--- src/rtl/a2b_pkg.sv ---
// Shared types and constants for the AVCC to Annex B converter.
package a2b_pkg;

    localparam int PREFIX_BYTES    = 4;
    localparam int PREFIX_CNT_W    = $clog2(PREFIX_BYTES);
    localparam int LEN_W           = 8 * PREFIX_BYTES;
    localparam int LEN_HOLD_W      = 8 * (PREFIX_BYTES - 1);
    localparam int START_CODE_LEN  = 4;
    localparam int MIN_PACKET      = 5;
    localparam int SEEN_W          = 3;
    localparam int MAX_RESULTS     = 5;
    localparam int RES_CNT_W       = 3;

    localparam logic [7:0] SC_LAST_BYTE = 8'h01;
    localparam logic [7:0] TYPE_MASK    = 8'h1F;

    localparam logic [4:0] NAL_IDR = 5'd5;
    localparam logic [4:0] NAL_SPS = 5'd7;
    localparam logic [4:0] NAL_PPS = 5'd8;

    typedef enum logic [1:0] {
        ST_OK       = 2'd0,
        ST_SHORT    = 2'd1,
        ST_OVERRUN  = 2'd2,
        ST_NO_NAL   = 2'd3
    } t_status;

    typedef enum logic {
        KIND_STREAM = 1'b0,
        KIND_STATUS = 1'b1
    } t_kind;

    typedef struct packed {
        logic                 sc;
        logic                 pay;
        logic                 stat;
        logic [7:0]           pay_byte;
        logic [4:0]           nal_type;
        t_status              status;
        logic                 has_sps;
        logic                 has_pps;
        logic                 is_key;
        logic [RES_CNT_W-1:0] cnt;
    } t_bundle;

endpackage

--- src/rtl/a2b_if.sv ---
// Channel interfaces for the AVCC input bytes and the Annex B result words.
interface a2b_in_if;
    logic       valid;
    logic       ready;
    logic [7:0] in_byte;
    logic       packet_end;

    modport source (output valid, output in_byte, output packet_end, input ready);
    modport sink   (input valid, input in_byte, input packet_end, output ready);
endinterface

interface a2b_out_if;
    logic       valid;
    logic       ready;
    logic       kind;
    logic [7:0] out_byte;
    logic       is_start_code;
    logic [4:0] nal_type;
    logic [1:0] status;
    logic       has_sps;
    logic       has_pps;
    logic       is_key;
    logic       run_end;

    modport source (output valid, output kind, output out_byte, output is_start_code,
                    output nal_type, output status, output has_sps, output has_pps,
                    output is_key, output run_end, input ready);
    modport sink   (input valid, input kind, input out_byte, input is_start_code,
                    input nal_type, input status, input has_sps, input has_pps,
                    input is_key, input run_end, output ready);
endinterface

--- src/rtl/avcc_to_annexb_converter.sv ---
// Top level: AVCC length-prefixed H.264 packet to Annex B byte stream converter.
//
// i_in carries one packet byte per word, packet_end set on the final byte.
// o_out carries result words: stream bytes (kind 0) and one status word per
// packet (kind 1); run_end marks the last word caused by one input byte.
// A byte is parsed in the cycle it is accepted and its results (up to five:
// four start-code bytes and a status word) are held in a result register and
// shown from the next cycle on, one word per cycle while o_out.ready is high.
// A payload byte gives one word (two with packet_end), so the block takes one
// byte per cycle while o_out.ready is high; a byte that completes a nonzero
// length prefix gives four or five words on the single result port. The next
// byte is accepted in the cycle the last word of the previous byte is taken.
// Reset clears the parser and drops any held results. When the receiver
// stalls, the held word stays on o_out and i_in.ready stays low until the
// last word of the held group is taken.
module avcc_to_annexb_converter (
    input  logic      i_clk,
    input  logic      i_rst_n,
    a2b_in_if.sink    i_in,
    a2b_out_if.source o_out
);

    logic                                   r_in_payload, n_in_payload;
    logic [a2b_pkg::PREFIX_CNT_W-1:0]       r_prefix_count, n_prefix_count;
    logic [a2b_pkg::LEN_HOLD_W-1:0]         r_length_shift, n_length_shift;
    logic [a2b_pkg::LEN_W-1:0]              r_bytes_left, n_bytes_left;
    logic [4:0]                             r_current_type, n_current_type;
    logic                                   r_first_pending, n_first_pending;
    logic [a2b_pkg::SEEN_W-1:0]             r_bytes_seen, n_bytes_seen;
    logic                                   r_any_nal, n_any_nal;
    logic [2:0]                             r_seen_flags, n_seen_flags;

    logic                                   r_busy;
    logic [a2b_pkg::RES_CNT_W-1:0]          r_pos;
    a2b_pkg::t_bundle                       r_bundle, n_bundle;

    logic                                   accept;
    logic                                   out_take;
    logic                                   at_last;
    logic [a2b_pkg::LEN_W-1:0]              full_len;
    logic [a2b_pkg::LEN_W-1:0]              left_dec;
    a2b_pkg::t_status                       st;

    assign at_last  = (r_pos == r_bundle.cnt - a2b_pkg::RES_CNT_W'(1));
    assign out_take = o_out.valid && o_out.ready;
    assign i_in.ready = !r_busy || (o_out.ready && at_last);
    assign accept   = i_in.valid && i_in.ready;
    assign full_len = {r_length_shift, i_in.in_byte};
    assign left_dec = r_bytes_left - a2b_pkg::LEN_W'(1);

    always_comb begin
        n_in_payload    = r_in_payload;
        n_prefix_count  = r_prefix_count;
        n_length_shift  = r_length_shift;
        n_bytes_left    = r_bytes_left;
        n_current_type  = r_current_type;
        n_first_pending = r_first_pending;
        n_any_nal       = r_any_nal;
        n_seen_flags    = r_seen_flags;
        n_bytes_seen    = r_bytes_seen;
        n_bundle        = '0;
        st              = a2b_pkg::ST_OK;

        if (r_bytes_seen < a2b_pkg::SEEN_W'(a2b_pkg::MIN_PACKET)) begin
            n_bytes_seen = r_bytes_seen + a2b_pkg::SEEN_W'(1);
        end

        if (!r_in_payload) begin
            n_length_shift = full_len[a2b_pkg::LEN_HOLD_W-1:0];
            if (r_prefix_count == a2b_pkg::PREFIX_CNT_W'(a2b_pkg::PREFIX_BYTES - 1)) begin
                n_prefix_count = '0;
                n_length_shift = '0;
                if (full_len != '0) begin
                    n_bundle.sc     = 1'b1;
                    n_any_nal       = 1'b1;
                    n_in_payload    = 1'b1;
                    n_bytes_left    = full_len;
                    n_first_pending = 1'b1;
                end
            end else begin
                n_prefix_count = r_prefix_count + a2b_pkg::PREFIX_CNT_W'(1);
            end
        end else begin
            if (r_first_pending) begin
                n_current_type  = 5'(i_in.in_byte & a2b_pkg::TYPE_MASK);
                n_first_pending = 1'b0;
                if (n_current_type == a2b_pkg::NAL_SPS) begin
                    n_seen_flags[0] = 1'b1;
                end else if (n_current_type == a2b_pkg::NAL_PPS) begin
                    n_seen_flags[1] = 1'b1;
                end else if (n_current_type == a2b_pkg::NAL_IDR) begin
                    n_seen_flags[2] = 1'b1;
                end
            end
            n_bundle.pay      = 1'b1;
            n_bundle.pay_byte = i_in.in_byte;
            n_bundle.nal_type = n_current_type;
            n_bytes_left      = left_dec;
            if (left_dec == '0) begin
                n_in_payload   = 1'b0;
                n_prefix_count = '0;
                n_length_shift = '0;
            end
        end

        if (i_in.packet_end) begin
            priority if (n_bytes_seen < a2b_pkg::SEEN_W'(a2b_pkg::MIN_PACKET)) begin
                st = a2b_pkg::ST_SHORT;
            end else if (n_in_payload) begin
                st = a2b_pkg::ST_OVERRUN;
            end else if (!n_any_nal) begin
                st = a2b_pkg::ST_NO_NAL;
            end else begin
                st = a2b_pkg::ST_OK;
            end
            n_bundle.stat    = 1'b1;
            n_bundle.status  = st;
            n_bundle.has_sps = n_seen_flags[0];
            n_bundle.has_pps = n_seen_flags[1];
            n_bundle.is_key  = n_seen_flags[2];
            n_in_payload    = 1'b0;
            n_prefix_count  = '0;
            n_length_shift  = '0;
            n_bytes_left    = '0;
            n_current_type  = '0;
            n_first_pending = 1'b0;
            n_bytes_seen    = '0;
            n_any_nal       = 1'b0;
            n_seen_flags    = '0;
        end

        n_bundle.cnt = (n_bundle.sc ? a2b_pkg::RES_CNT_W'(a2b_pkg::START_CODE_LEN) : '0)
                     + a2b_pkg::RES_CNT_W'(n_bundle.pay)
                     + a2b_pkg::RES_CNT_W'(n_bundle.stat);
    end

    always_ff @(posedge i_clk) begin
        if (!i_rst_n) begin
            r_in_payload    <= 1'b0;
            r_prefix_count  <= '0;
            r_length_shift  <= '0;
            r_bytes_left    <= '0;
            r_current_type  <= '0;
            r_first_pending <= 1'b0;
            r_bytes_seen    <= '0;
            r_any_nal       <= 1'b0;
            r_seen_flags    <= '0;
            r_busy          <= 1'b0;
            r_pos           <= '0;
        end else begin
            if (accept) begin
                r_in_payload    <= n_in_payload;
                r_prefix_count  <= n_prefix_count;
                r_length_shift  <= n_length_shift;
                r_bytes_left    <= n_bytes_left;
                r_current_type  <= n_current_type;
                r_first_pending <= n_first_pending;
                r_bytes_seen    <= n_bytes_seen;
                r_any_nal       <= n_any_nal;
                r_seen_flags    <= n_seen_flags;
            end
            if (accept) begin
                r_busy <= (n_bundle.cnt != '0);
                r_pos  <= '0;
            end else if (out_take) begin
                if (at_last) begin
                    r_busy <= 1'b0;
                    r_pos  <= '0;
                end else begin
                    r_pos <= r_pos + a2b_pkg::RES_CNT_W'(1);
                end
            end
        end
    end

    always_ff @(posedge i_clk) begin
        if (accept) begin
            r_bundle <= n_bundle;
        end
    end

    always_comb begin
        o_out.valid         = r_busy;
        o_out.kind          = a2b_pkg::KIND_STREAM;
        o_out.out_byte      = '0;
        o_out.is_start_code = 1'b0;
        o_out.nal_type      = '0;
        o_out.status        = a2b_pkg::ST_OK;
        o_out.has_sps       = 1'b0;
        o_out.has_pps       = 1'b0;
        o_out.is_key        = 1'b0;
        o_out.run_end       = at_last;
        priority if (r_bundle.sc
                     && r_pos < a2b_pkg::RES_CNT_W'(a2b_pkg::START_CODE_LEN)) begin
            o_out.is_start_code = 1'b1;
            if (r_pos == a2b_pkg::RES_CNT_W'(a2b_pkg::START_CODE_LEN - 1)) begin
                o_out.out_byte = a2b_pkg::SC_LAST_BYTE;
            end
        end else if (r_bundle.pay && r_pos == '0) begin
            o_out.out_byte = r_bundle.pay_byte;
            o_out.nal_type = r_bundle.nal_type;
        end else begin
            o_out.kind    = a2b_pkg::KIND_STATUS;
            o_out.status  = r_bundle.status;
            o_out.has_sps = r_bundle.has_sps;
            o_out.has_pps = r_bundle.has_pps;
            o_out.is_key  = r_bundle.is_key;
        end
    end

    a_pos_in_range: assert property (@(posedge i_clk) disable iff (!i_rst_n)
        r_busy |-> (r_pos < r_bundle.cnt
                    && r_bundle.cnt <= a2b_pkg::RES_CNT_W'(a2b_pkg::MAX_RESULTS)))
        else $error("result position outside held group");

    a_accept_frees: assert property (@(posedge i_clk) disable iff (!i_rst_n)
        (i_in.valid && i_in.ready) |-> (!r_busy || (out_take && o_out.run_end)))
        else $error("byte accepted while results still held");

    a_sc_tail: assert property (@(posedge i_clk) disable iff (!i_rst_n)
        (o_out.valid && o_out.is_start_code && o_out.run_end) |->
        (o_out.out_byte == a2b_pkg::SC_LAST_BYTE && r_bundle.stat == 1'b0))
        else $error("start code group ended early");

    a_status_last: assert property (@(posedge i_clk) disable iff (!i_rst_n)
        (o_out.valid && o_out.kind == a2b_pkg::KIND_STATUS) |-> o_out.run_end)
        else $error("status word not last in group");

endmodule
--- src/flat_wrapper.sv ---
// flat-port wrapper written by rule: the top's interface ports become plain ports
module avcc_to_annexb_converter_flat 
  (i_clk, i_rst_n, i_in_valid, i_in_in_byte, i_in_packet_end, i_in_ready, o_out_valid, o_out_kind, o_out_out_byte, o_out_is_start_code, o_out_nal_type, o_out_status, o_out_has_sps, o_out_has_pps, o_out_is_key, o_out_run_end, o_out_ready);
  a2b_in_if i_in_i ();
  a2b_out_if o_out_i ();
  input  logic i_clk;
  input  logic i_rst_n;
  input wire logic [$bits(i_in_i.valid)-1:0] i_in_valid;
  input wire logic [$bits(i_in_i.in_byte)-1:0] i_in_in_byte;
  input wire logic [$bits(i_in_i.packet_end)-1:0] i_in_packet_end;
  output wire logic [$bits(i_in_i.ready)-1:0] i_in_ready;
  output wire logic [$bits(o_out_i.valid)-1:0] o_out_valid;
  output wire logic [$bits(o_out_i.kind)-1:0] o_out_kind;
  output wire logic [$bits(o_out_i.out_byte)-1:0] o_out_out_byte;
  output wire logic [$bits(o_out_i.is_start_code)-1:0] o_out_is_start_code;
  output wire logic [$bits(o_out_i.nal_type)-1:0] o_out_nal_type;
  output wire logic [$bits(o_out_i.status)-1:0] o_out_status;
  output wire logic [$bits(o_out_i.has_sps)-1:0] o_out_has_sps;
  output wire logic [$bits(o_out_i.has_pps)-1:0] o_out_has_pps;
  output wire logic [$bits(o_out_i.is_key)-1:0] o_out_is_key;
  output wire logic [$bits(o_out_i.run_end)-1:0] o_out_run_end;
  input wire logic [$bits(o_out_i.ready)-1:0] o_out_ready;
  assign i_in_i.valid = i_in_valid;
  assign i_in_i.in_byte = i_in_in_byte;
  assign i_in_i.packet_end = i_in_packet_end;
  assign i_in_ready = i_in_i.ready;
  assign o_out_valid = o_out_i.valid;
  assign o_out_kind = o_out_i.kind;
  assign o_out_out_byte = o_out_i.out_byte;
  assign o_out_is_start_code = o_out_i.is_start_code;
  assign o_out_nal_type = o_out_i.nal_type;
  assign o_out_status = o_out_i.status;
  assign o_out_has_sps = o_out_i.has_sps;
  assign o_out_has_pps = o_out_i.has_pps;
  assign o_out_is_key = o_out_i.is_key;
  assign o_out_run_end = o_out_i.run_end;
  assign o_out_i.ready = o_out_ready;
  avcc_to_annexb_converter u_core (.i_clk(i_clk), .i_rst_n(i_rst_n), .i_in(i_in_i), .o_out(o_out_i));
endmodule
--- config.mk ---
export PLATFORM = sky130hd
export DESIGN_NAME = avcc_to_annexb_converter_flat
export DESIGN_NICKNAME = d
export VERILOG_FILES = /design/src/rtl/a2b_pkg.sv /design/src/rtl/a2b_if.sv /design/src/rtl/avcc_to_annexb_converter.sv /design/src/flat_wrapper.sv
export SDC_FILE = /design/constraint.sdc
export NUM_CORES = 1
export LEC_CHECK = 0
export ABC_AREA = 1
export BUFFER_PORTS_ARGS = -buffer_cell sky130_fd_sc_hd__buf_2
export CAP_MARGIN = 40
export CORE_UTILIZATION = 45
export CTS_CLUSTER_SIZE = 12
export DETAILED_ROUTE_END_ITERATION = 8
export GPL_TIMING_DRIVEN = 0
export HOLD_SLACK_MARGIN = 0.1
export SETUP_SLACK_MARGIN = 0.02
export SYNTH_ARGS = -nofsm -noshare
export SYNTH_HDL_FRONTEND = slang
export SYNTH_SLANG_ARGS = --single-unit
--- constraint.sdc ---
create_clock -name i_clk -period 2.6 [get_ports i_clk]
set_input_delay 0.26 -clock i_clk [delete_from_list [all_inputs] [get_ports i_clk]]
set_output_delay 0.26 -clock i_clk [all_outputs]
set_load 0.01 [all_outputs]
# [Word level (Yosys, flattened, before mapping)]
# Index checks and enable logic that the tools add are counted.
[classes] muxes=65 eq_ne=7 div=0 n_lt_le_gt_ge=3 mul=0 bitwise=2 add_sub_neg=7 shift=0 n_reduce_logical=22
[op_table] operator="$mux W32" count=4
[op_table] operator="$mux W24" count=4
[op_table] operator="$mux W1" count=34
[op_table] operator="$logic_not A32 Y1" count=1
[op_table] operator="$reduce_bool A32 Y1" count=1
[op_table] operator="$sub A32 B1 Y32 const B" count=1
[op_table] operator="$mux W5" count=5
[op_table] operator="$mux W3" count=7
[op_table] operator="$mux W2" count=9
[op_table] operator="$mux W8" count=2
[op_table] operator="$eq A5 B3 Y1 const B" count=2
[op_table] operator="$lt A3 B3 Y1 const B" count=3
[op_table] operator="$reduce_bool A3 Y1" count=3
[op_table] operator="$add A3 B1 Y3" count=2
[op_table] operator="$add A3 B1 Y3 const B" count=2
[op_table] operator="$reduce_and A2 Y1" count=3
[op_table] operator="$reduce_bool A2 Y1" count=3
[op_table] operator="$eq A5 B4 Y1 const B" count=1
[op_table] operator="$logic_and A1 B1 Y1" count=5
[op_table] operator="$reduce_or A2 Y1" count=2
[op_table] operator="$eq A3 B2 Y1 const B" count=1
[op_table] operator="$eq A3 B3 Y1" count=1
[op_table] operator="$logic_not A3 Y1" count=1
[op_table] operator="$ne A3 B3 Y1 const B" count=1
[op_table] operator="7 further kinds" count=8
[word_totals] mem_bits_ro=0 regBits=99 mem_bits_rw=0 in_bits=13 memories=0 latchBits=0 elab_cells=127

# [Depth between registers and ports, before layout]
# Gate-level depths: netlist (run 1).
[depth] depth_word=9 ltp_mapped=19

# [Least setup slack after synthesis (run 1)]
# No wires, ideal clock.
[synth_path] kind="flip-flop to flip-flop" from="register u_core.r_bundle[0] (netlist name)" to="register u_core.r_bundle[0] (netlist name) (enable)" stages_incl_launch_ff=12 period_less_slack_ps=2358 t_required_ps=2225 path_buffers=1 t_arrival_ps=1983 setup_slack_ps=242 setup_time_ps=375 path_cell_list="edfxtp_1 -> inv_1 -> ha_1 -> xnor2_1 -> a21oi_1 -> nand2_1 -> inv_2 -> nand2_1 -> nand2_1 -> nand2_2 -> clkinv_1 -> buf_2"
[synth_between] elab_chain_len=5
[synth_rtl] element="start: declaration" line="avcc_to_annexb_converter.sv:35" text="a2b_pkg::t_bundle r_bundle, n_bundle;"
[synth_rtl] element="start signal: assignment" line="avcc_to_annexb_converter.sv:178" text="r_bundle <= n_bundle;"
[synth_rtl] element="$sub A3 B1 Y3" line="avcc_to_annexb_converter.sv:44" text="assign at_last = (r_pos == r_bundle.cnt - a2b_pkg::RES_CNT_W'(1));"
[synth_rtl] element="$eq A3 B3 Y1" line="avcc_to_annexb_converter.sv:44"
[synth_rtl] element="via o_out_run_end" line="flat_wrapper.sv:21" text="output wire logic [$bits(o_out_i.run_end)-1:0] o_out_run_end;"
[synth_rtl] element="$logic_and A1 B1 Y1" line="avcc_to_annexb_converter.sv:46" text="assign i_in.ready = !r_busy || (o_out.ready && at_last);"
[synth_rtl] element="$logic_or A1 B1 Y1" line="avcc_to_annexb_converter.sv:46"
[synth_rtl] element="via i_in_ready" line="flat_wrapper.sv:11" text="output wire logic [$bits(i_in_i.ready)-1:0] i_in_ready;"
[synth_rtl] element="$logic_and A1 B1 Y1" line="avcc_to_annexb_converter.sv:47" text="assign accept = i_in.valid && i_in.ready;"
[synth_rtl] element="via u_core.accept" line="avcc_to_annexb_converter.sv:37" text="logic accept;"
# The timed path passes the listed nets, and every way through them passes these cells.
# A chain may end at the register's enable or synchronous reset.

# [Worst setup path after layout (run 1)]
[layout_path] from="register u_core.r_bytes_left[1] (netlist name)" to="register u_core.r_length_shift[12] (netlist name)"
[layout_between] elab_chain_len=4
[layout_rtl] element="start: declaration" line="avcc_to_annexb_converter.sv:26" text="logic [a2b_pkg::LEN_W-1:0] r_bytes_left, n_bytes_left;"
[layout_rtl] element="start signal: assignment" line="avcc_to_annexb_converter.sv:155" text="r_bytes_left <= n_bytes_left;"
[layout_rtl] element="$sub A32 B1 Y32" line="avcc_to_annexb_converter.sv:49" text="assign left_dec = r_bytes_left - a2b_pkg::LEN_W'(1);"
[layout_rtl] element="$logic_not A32 Y1" line="avcc_to_annexb_converter.sv:99" text="if (left_dec == '0) begin"
[layout_rtl] element="$ne A3 B3 Y1 (no source line)"
[layout_rtl] element="$reduce_and A2 Y1 (no source line)"
[layout_rtl] element="end signal: assignment" line="avcc_to_annexb_converter.sv:154" text="r_length_shift <= n_length_shift;"
[layout_rtl] element="end: declaration" line="avcc_to_annexb_converter.sv:25" text="logic [a2b_pkg::LEN_HOLD_W-1:0] r_length_shift, n_length_shift;"
# Every way passes these cells.

==> out/metrics.cfg, run 1 <==
[placement]
gp_congestion = 0.927
dp_hpwl_um = 12900
port_buffers = 34
dp.cells = 1068
dpl-instance-area_um2 = 6190

[finish]
diodes = 0
fin_nets = 933
drive_above_1_share = 0.149
area_growth_pct = 13.9
final_util = 0.524
final_cells = 1087
fin_area_um2 = 6610

[sta]
slew_viol_final = 0
finalSetupViolCount = 0
rsz0062_at_grt = true
max_freq_mhz = 409
finalCritPeriodShare = 0.940
relSlewSlack = 0.553
worst_pin_slew_ns = 0.670
period_needed_ns = 2.44
tns_ns = 0
skew_ns = 0.00958
hold_viol = 0

[worst_setup_path]
worstSetupStartpointType = flop
path_max_fanout = 10
crit_path_end_kind = flop
required_ns = 2.89
path_class = flop to flop
arrival_ns = 2.73
reg2reg_slack_ns = 0.16

[logic_synthesis]
syn_area_um2 = 5800
async_flop_share = 0
synth_area_leaders = dfxtp_1 (26%), nand2_1 (14%), edfxtp_1 (11%)
yosys-top-cells-count = nand2_1 (220), nor2_1 (134), dfxtp_1 (76)
syn-num-nets = 885
synthCells = 862
synthFlopType = dfxtp_1
synth_top_area_share = 0.262
yosysTopAreaCell = dfxtp_1
yosys.cell_types.count = 40
synth_seq_cells = 98
yosysWarnings = 0
synth_enable_flop_cells = 22
ys_seq_area_frac = 0.376
syn_area_per_cell_um2 = 6.73
yosysMostFrequentCell = nand2_1

[pwr]
p_leak_nw = 2.91
switching_power_mw = 1.39
p_int_mw = 2.72
total_power_mw = 4.11
seqPwrFrac = 0.422
sw_frac_of_total = 0.338
pwr-share-comb = 0.247
pwr-share-clk = 0.331
ir_drop_mv = 0.400
powerDensity_nw_per_um2 = 622

[clocking]
clock_latency_ns = 0.36
cts_buffers = 9
cts.clk_slew.worst_paths_ns = 0.07
cts.sinks = 98
htreeDepth = 3
clockBufferDepth = 2
cts_root_buf = clkbuf_16
cts_tree = built

[floorplanning]
die_y_um = 116
coreArea_um2 = 12600
die-area_um2 = 13400
rows = 41
initial_utilization = 0.460
die_x_um = 116
ioPinCount = 36

[routing]
totalWireLength_um = 17300
detail-route-antenna-nets = 0
vias_per_cell = 5.37
drtIter0Drc = 561
post_drt_wl_per_cell_um = 15.9
firstDrtPassIters = 6
drc = 0
vias = 5834

[flow_run]
cap_violations = 0

[hold_path]
hp-class = input pin to flop

[grt]
grt_pass1_vias = 5364
grt_pass1_wl_um = 27500
gr-total-overflow = 0
grt_antenna_before_repair = 0
grt.total_usage = 0.272
grt_max_degree = 32

[run_status]
status = finished clean

## what timing repair did
item,in CTS,in global routing
resized for setup,9,34
hold buffers,0,0
buffers inserted,0,4
pin swaps,0,3
cloned,0,0
setup endpoints to repair,64,90
## metal layers
metal	vias up	GRT usage	wire length, µm	part of all wire
li1	2920	-	-	-
met1	2689	0.378	8170	0.47
met2	190	0.410	7620	0.44
met3	35	0.0633	1020	0.059
met4	0	0.0996	460	0.027
met5	-	0	0	0
## layout by cell type (no fill, tap or decap), types with 15 or more instances in the layout
cell type / n
dfxtp_1: 76
o21ai_0: 31
nand2_1: 219
buf_2: 37
nand3_1: 64
nor2_1: 129
o211ai_1: 15
a21oi_1: 55
inv_1: 73
edfxtp_1: 22
## area by class of cell
cell class	count	area, µm²
plain buffers	36	199
clock buffers	9	225
clock inverters	7	68.8
fillers	1263	6010
inverters	85	319
multi-input cells	642	3200
flip-flops and latches	98	2180
well taps	172	215
repair buffers	38	200
## registers in the layout, summed over array words and instances, names as in the netlist
| register | count |
|---|---|
| u_core.r_first_pending | 1 |
| u_core.r_bundle | 22 |
| u_core.r_prefix_count | 2 |
| u_core.r_any_nal | 1 |
| u_core.r_in_payload | 1 |
| u_core.o_out.valid | 1 |
| u_core.r_length_shift | 24 |
| u_core.r_seen_flags | 3 |
| u_core.r_pos | 3 |
| u_core.r_current_type | 5 |
| u_core.r_bytes_seen | 3 |
| u_core.r_bytes_left | 32 |
## final timing paths
kind | start | end | cells after the start
max | u_core.r_bytes_left[1]$_SDFFE_PN0P_ | u_core.r_length_shift[12]$_SDFFE_PN0P_ | 17
min | i_in_in_byte[5] | u_core.r_bundle[18]$_SDFFCE_PN0P_ | 3
max reg2reg | u_core.r_bytes_left[1]$_SDFFE_PN0P_ | u_core.r_length_shift[12]$_SDFFE_PN0P_ | 17
min reg2reg | u_core.r_seen_flags[1]$_SDFFE_PN0P_ | u_core.r_seen_flags[1]$_SDFFE_PN0P_ | 2
## worst max-delay path, stage by stage, from the launching register on
cell,delay [ns]
dfxtp_1,0.32
inv_1,0.13
ha_4,0.18
nand3_4,0.12
nor2_2,0.14
buf_4,0.18
nand3_1,0.09
nand2_1,0.09
nand2_1,0.06
nor2_1,0.10
nand2_1,0.06
nor2_1,0.17
nand3_2,0.13
nand2_2,0.12
buf_6,0.17
buf_12,0.15
a21oi_2,0.06
nor2_1,0.12
## power by group through the flow
stage	registers, mW	clock network, mW	logic (mW)
6_report	1.74	1.36	1.02
5_1_grt	1.74	1.44	1.14
4_1_cts	1.73	1.39	0.966
3_5_place_dp	1.77	0	0.954
3_3_place_gp	1.76	0	0.940
2_1_floorplan	1.74	0	0.710
## per-stage QoR
stage | worst slack [ns] | hold WS, ns
global placement | -0.0910 | 0.444
global route | 0.00122 | 0.223
finish | 0.156 | 0.210
floorplan | 0.242 | 0.412
CTS | 0.0307 | 0.208
detailed placement | -0.127 | 0.454
## logic make-up (layout without fill, tap and decap cells)
logic type / after synthesis / in the layout / share of synthesized area
simple gates: 473 / 473 / 0.350
fa+ha+maj: 10 / 10 / 0.0216
compound gates: 149 / 149 / 0.151
buf+inv: 122 / 175 / 0.0860
xor+xnor: 10 / 10 / 0.0151
flops: 98 / 98 / 0.376
No activity file was read; power rests on OpenSTA's default activity.
==> run 2, diff against run 1 <==
--- a/config.mk
+++ b/config.mk
@@ -11,8 +11,10 @@
 export CORE_UTILIZATION = 45
 export CTS_CLUSTER_SIZE = 12
 export DETAILED_ROUTE_END_ITERATION = 8
+export GPL_ROUTABILITY_DRIVEN = 0
 export GPL_TIMING_DRIVEN = 0
 export HOLD_SLACK_MARGIN = 0.1
+export RECOVER_POWER = 100
 export SETUP_SLACK_MARGIN = 0.02
 export SYNTH_ARGS = -nofsm -noshare
 export SYNTH_HDL_FRONTEND = slang
==> run 2 against run 1 <==
Against the previous run: maximum frequency rose by 2.6%; first-iteration DRC count is 8.0% lower; sequential share of layout area about the same; power grew 4.8%; critical path depth decreased by 1; critical endpoint is now u_core.r_length_shift[17]$_SDFFE_PN0P_.
==> out/metrics.cfg, run 2 (synthesis gave the netlist of run 1 again) <==
[finish]
largest_reg_flops = 32
fin_area_um2 = 6620
diodes = 0
largest_register = u_core.r_bytes_left
reg_top3 = u_core.r_bytes_left (32), u_core.r_length_shift (24), u_core.r_bundle (22)
final_cells = 1085
fin_nets = 931
layout_commonest_cell = nand2_1
drive_above_1_share = 0.120
final_cell_mix = nand2_1 (219), nor2_1 (128), dfxtp_1 (76)
area_growth_pct = 14.0

[hold_path]
holdPathEnd = u_core.r_bundle[18]$_SDFFCE_PN0P_
holdPathStages = 3
min-delay-start = i_in_in_byte[5]
hp-class = input pin to flop

[routing]
drc = 0
vias_per_cell = 5.41
drtIter0Drc = 516
post_drt_wl_per_cell_um = 16.0
totalWireLength_um = 17300
detail-route-antenna-nets = 0
firstDrtPassIters = 7
vias = 5866

[clocking]
clockBufferDepth = 2
cts_root_buf = clkbuf_16
clock_latency_ns = 0.35
htreeDepth = 3
ctsHoldBuffers = 0
cts_buffers = 9
cts_tree = built
cts.clk_slew.worst_paths_ns = 0.07
cts.sinks = 98

[worst_setup_path]
worstSetupStartpointType = flop
arrival_ns = 2.68
slowest_delay_ns = 0.33
r2r-start = u_core.r_bytes_left[0]$_SDFFE_PN0P_
path_max_fanout = 10
path_class = flop to flop
cp_slowest_cell = dfxtp_1
cp_cell_sequence = inv_2 > ha_4 > nand3_4 > nor2_4 > nand2_2 > o21ai_1 > nand2_1 > nor2_1 > nand2_1 > nor2_1 > nand3_2 > nand2_2 > buf_6 > buf_12 > a21oi_2 > nor2_1
reg2reg_slack_ns = 0.22
required_ns = 2.89
crit_top_cell = nor2_1
crit_path_end_kind = flop
rr_worst_depth = 16
r2r-end = u_core.r_length_shift[17]$_SDFFE_PN0P_

[grt]
grt_pass1_wl_um = 27500
grt.busiest_layer = met2
use_met3 = 0.0403
grt_pass1_vias = 5277
grt_use_met1 = 0.387
grt_max_degree = 32
grt_antenna_before_repair = 0
met2_usage = 0.402
gr-total-overflow = 0
grt.total_usage = 0.272

[sta]
period_needed_ns = 2.38
slew_viol_final = 0
relSlewSlack = 0.555
rsz0062_at_grt = false
finalCritPeriodShare = 0.917
tns_ns = 0
finalSetupViolCount = 0
hold_viol = 0
worst_pin_slew_ns = 0.667
max_freq_mhz = 420
skew_ns = 0.00575

[placement]
dpl-instance-area_um2 = 6190
dp_hpwl_um = 13000
port_buffers = 34
dp.cells = 1068

[pwr]
powerDensity_nw_per_um2 = 651
p_leak_nw = 2.83
ir_drop_mv = 0.349
total_power_mw = 4.31

[floorplanning]
die-area_um2 = 13400
rows = 41
die_y_um = 116
ioPinCount = 36
die_x_um = 116
initial_utilization = 0.460
coreArea_um2 = 12600

[flow_run]
cap_violations = 0

[run_status]
status = finished clean

-- run 2: cell types whose count changed in the layout (fill, tap and decap cells not counted), moves of 2 or more --
cell / change
buf_4: -3
bufinv_16: +2
clkbuf_2: -2
clkbuf_1: +24
buf_2: -22
-- run 2: power by group --
part / internal [mW] / leakage (nW) / total [mW] / switching, mW
Clock: 0.940 / 0.163 / 1.57 / 0.627
Sequential: 1.65 / 0.843 / 1.74 / 0.0905
Combinational: 0.328 / 1.83 / 1.01 / 0.679
-- run 2: what timing repair did --
| action | CTS | global route |
|---|---|---|
| gates resized for setup | 9 | 34 |
| cloned | 0 | 0 |
| endpoints found under the setup margin | 62 | 90 |
| buffers inserted | 0 | 2 |
| pin swaps | 0 | 2 |
-- run 2: cell type report --
type                            count  area (µm²)
Buffer                             36         200
Clock buffer                        9         225
Clock inverter                      7         115
Fill cell                        1306        6000
Inverter                           85         319
Multi-Input combinational cell    642        3200
Sequential cell                    98        2180
Tap cell                          172         215
Timing Repair Buffer               36         158
-- run 2: per-stage QoR --
stage	hold WS, ns	utilization	setup slack (ns)
floorplan	0.412	-	0.242
global placement	0.445	0.490	-0.115
detailed placement	0.454	0.490	-0.147
CTS	0.210	0.520	0.0262
global route	0.235	0.524	0.0105
finish	0.219	0.524	0.217
-- run 2: layer usage --
metal,wire length [µm],part of all wire
met5,0,0
met1,8150,0.47
met2,7630,0.44
met4,553,0.032
met3,1020,0.059
-- run 2: critical path: cells and delay by family, from the launching register on --
kind	cells	cell delay [ns]
flops	1	0.33
compound gates	2	0.24
fa+ha+maj	1	0.17
buf+inv	3	0.42
simple gates	10	1.16
-- run 2: worst max-delay path by stage --
stage | end | from | slack (ns) | depth (start not counted)
3_3_place_gp | u_core.o_out.valid$_SDFFE_PN0P_ | u_core.r_bundle[0]$_DFFE_PP_ | -0.12 | 13
4_1_cts | u_core.r_length_shift[13]$_SDFFE_PN0P_ | u_core.r_bytes_left[0]$_SDFFE_PN0P_ | 0.03 | 17
5_1_grt | u_core.r_bytes_left[29]$_SDFFE_PN0P_ | u_core.r_bundle[0]$_DFFE_PP_ | 0.01 | 15
6_report | u_core.r_length_shift[17]$_SDFFE_PN0P_ | u_core.r_bytes_left[0]$_SDFFE_PN0P_ | 0.22 | 16
3_5_place_dp | u_core.o_out.valid$_SDFFE_PN0P_ | u_core.r_bundle[0]$_DFFE_PP_ | -0.15 | 13
2_1_floorplan | u_core.r_bundle[0]$_DFFE_PP_ | u_core.r_bundle[0]$_DFFE_PP_ | 0.24 | 11
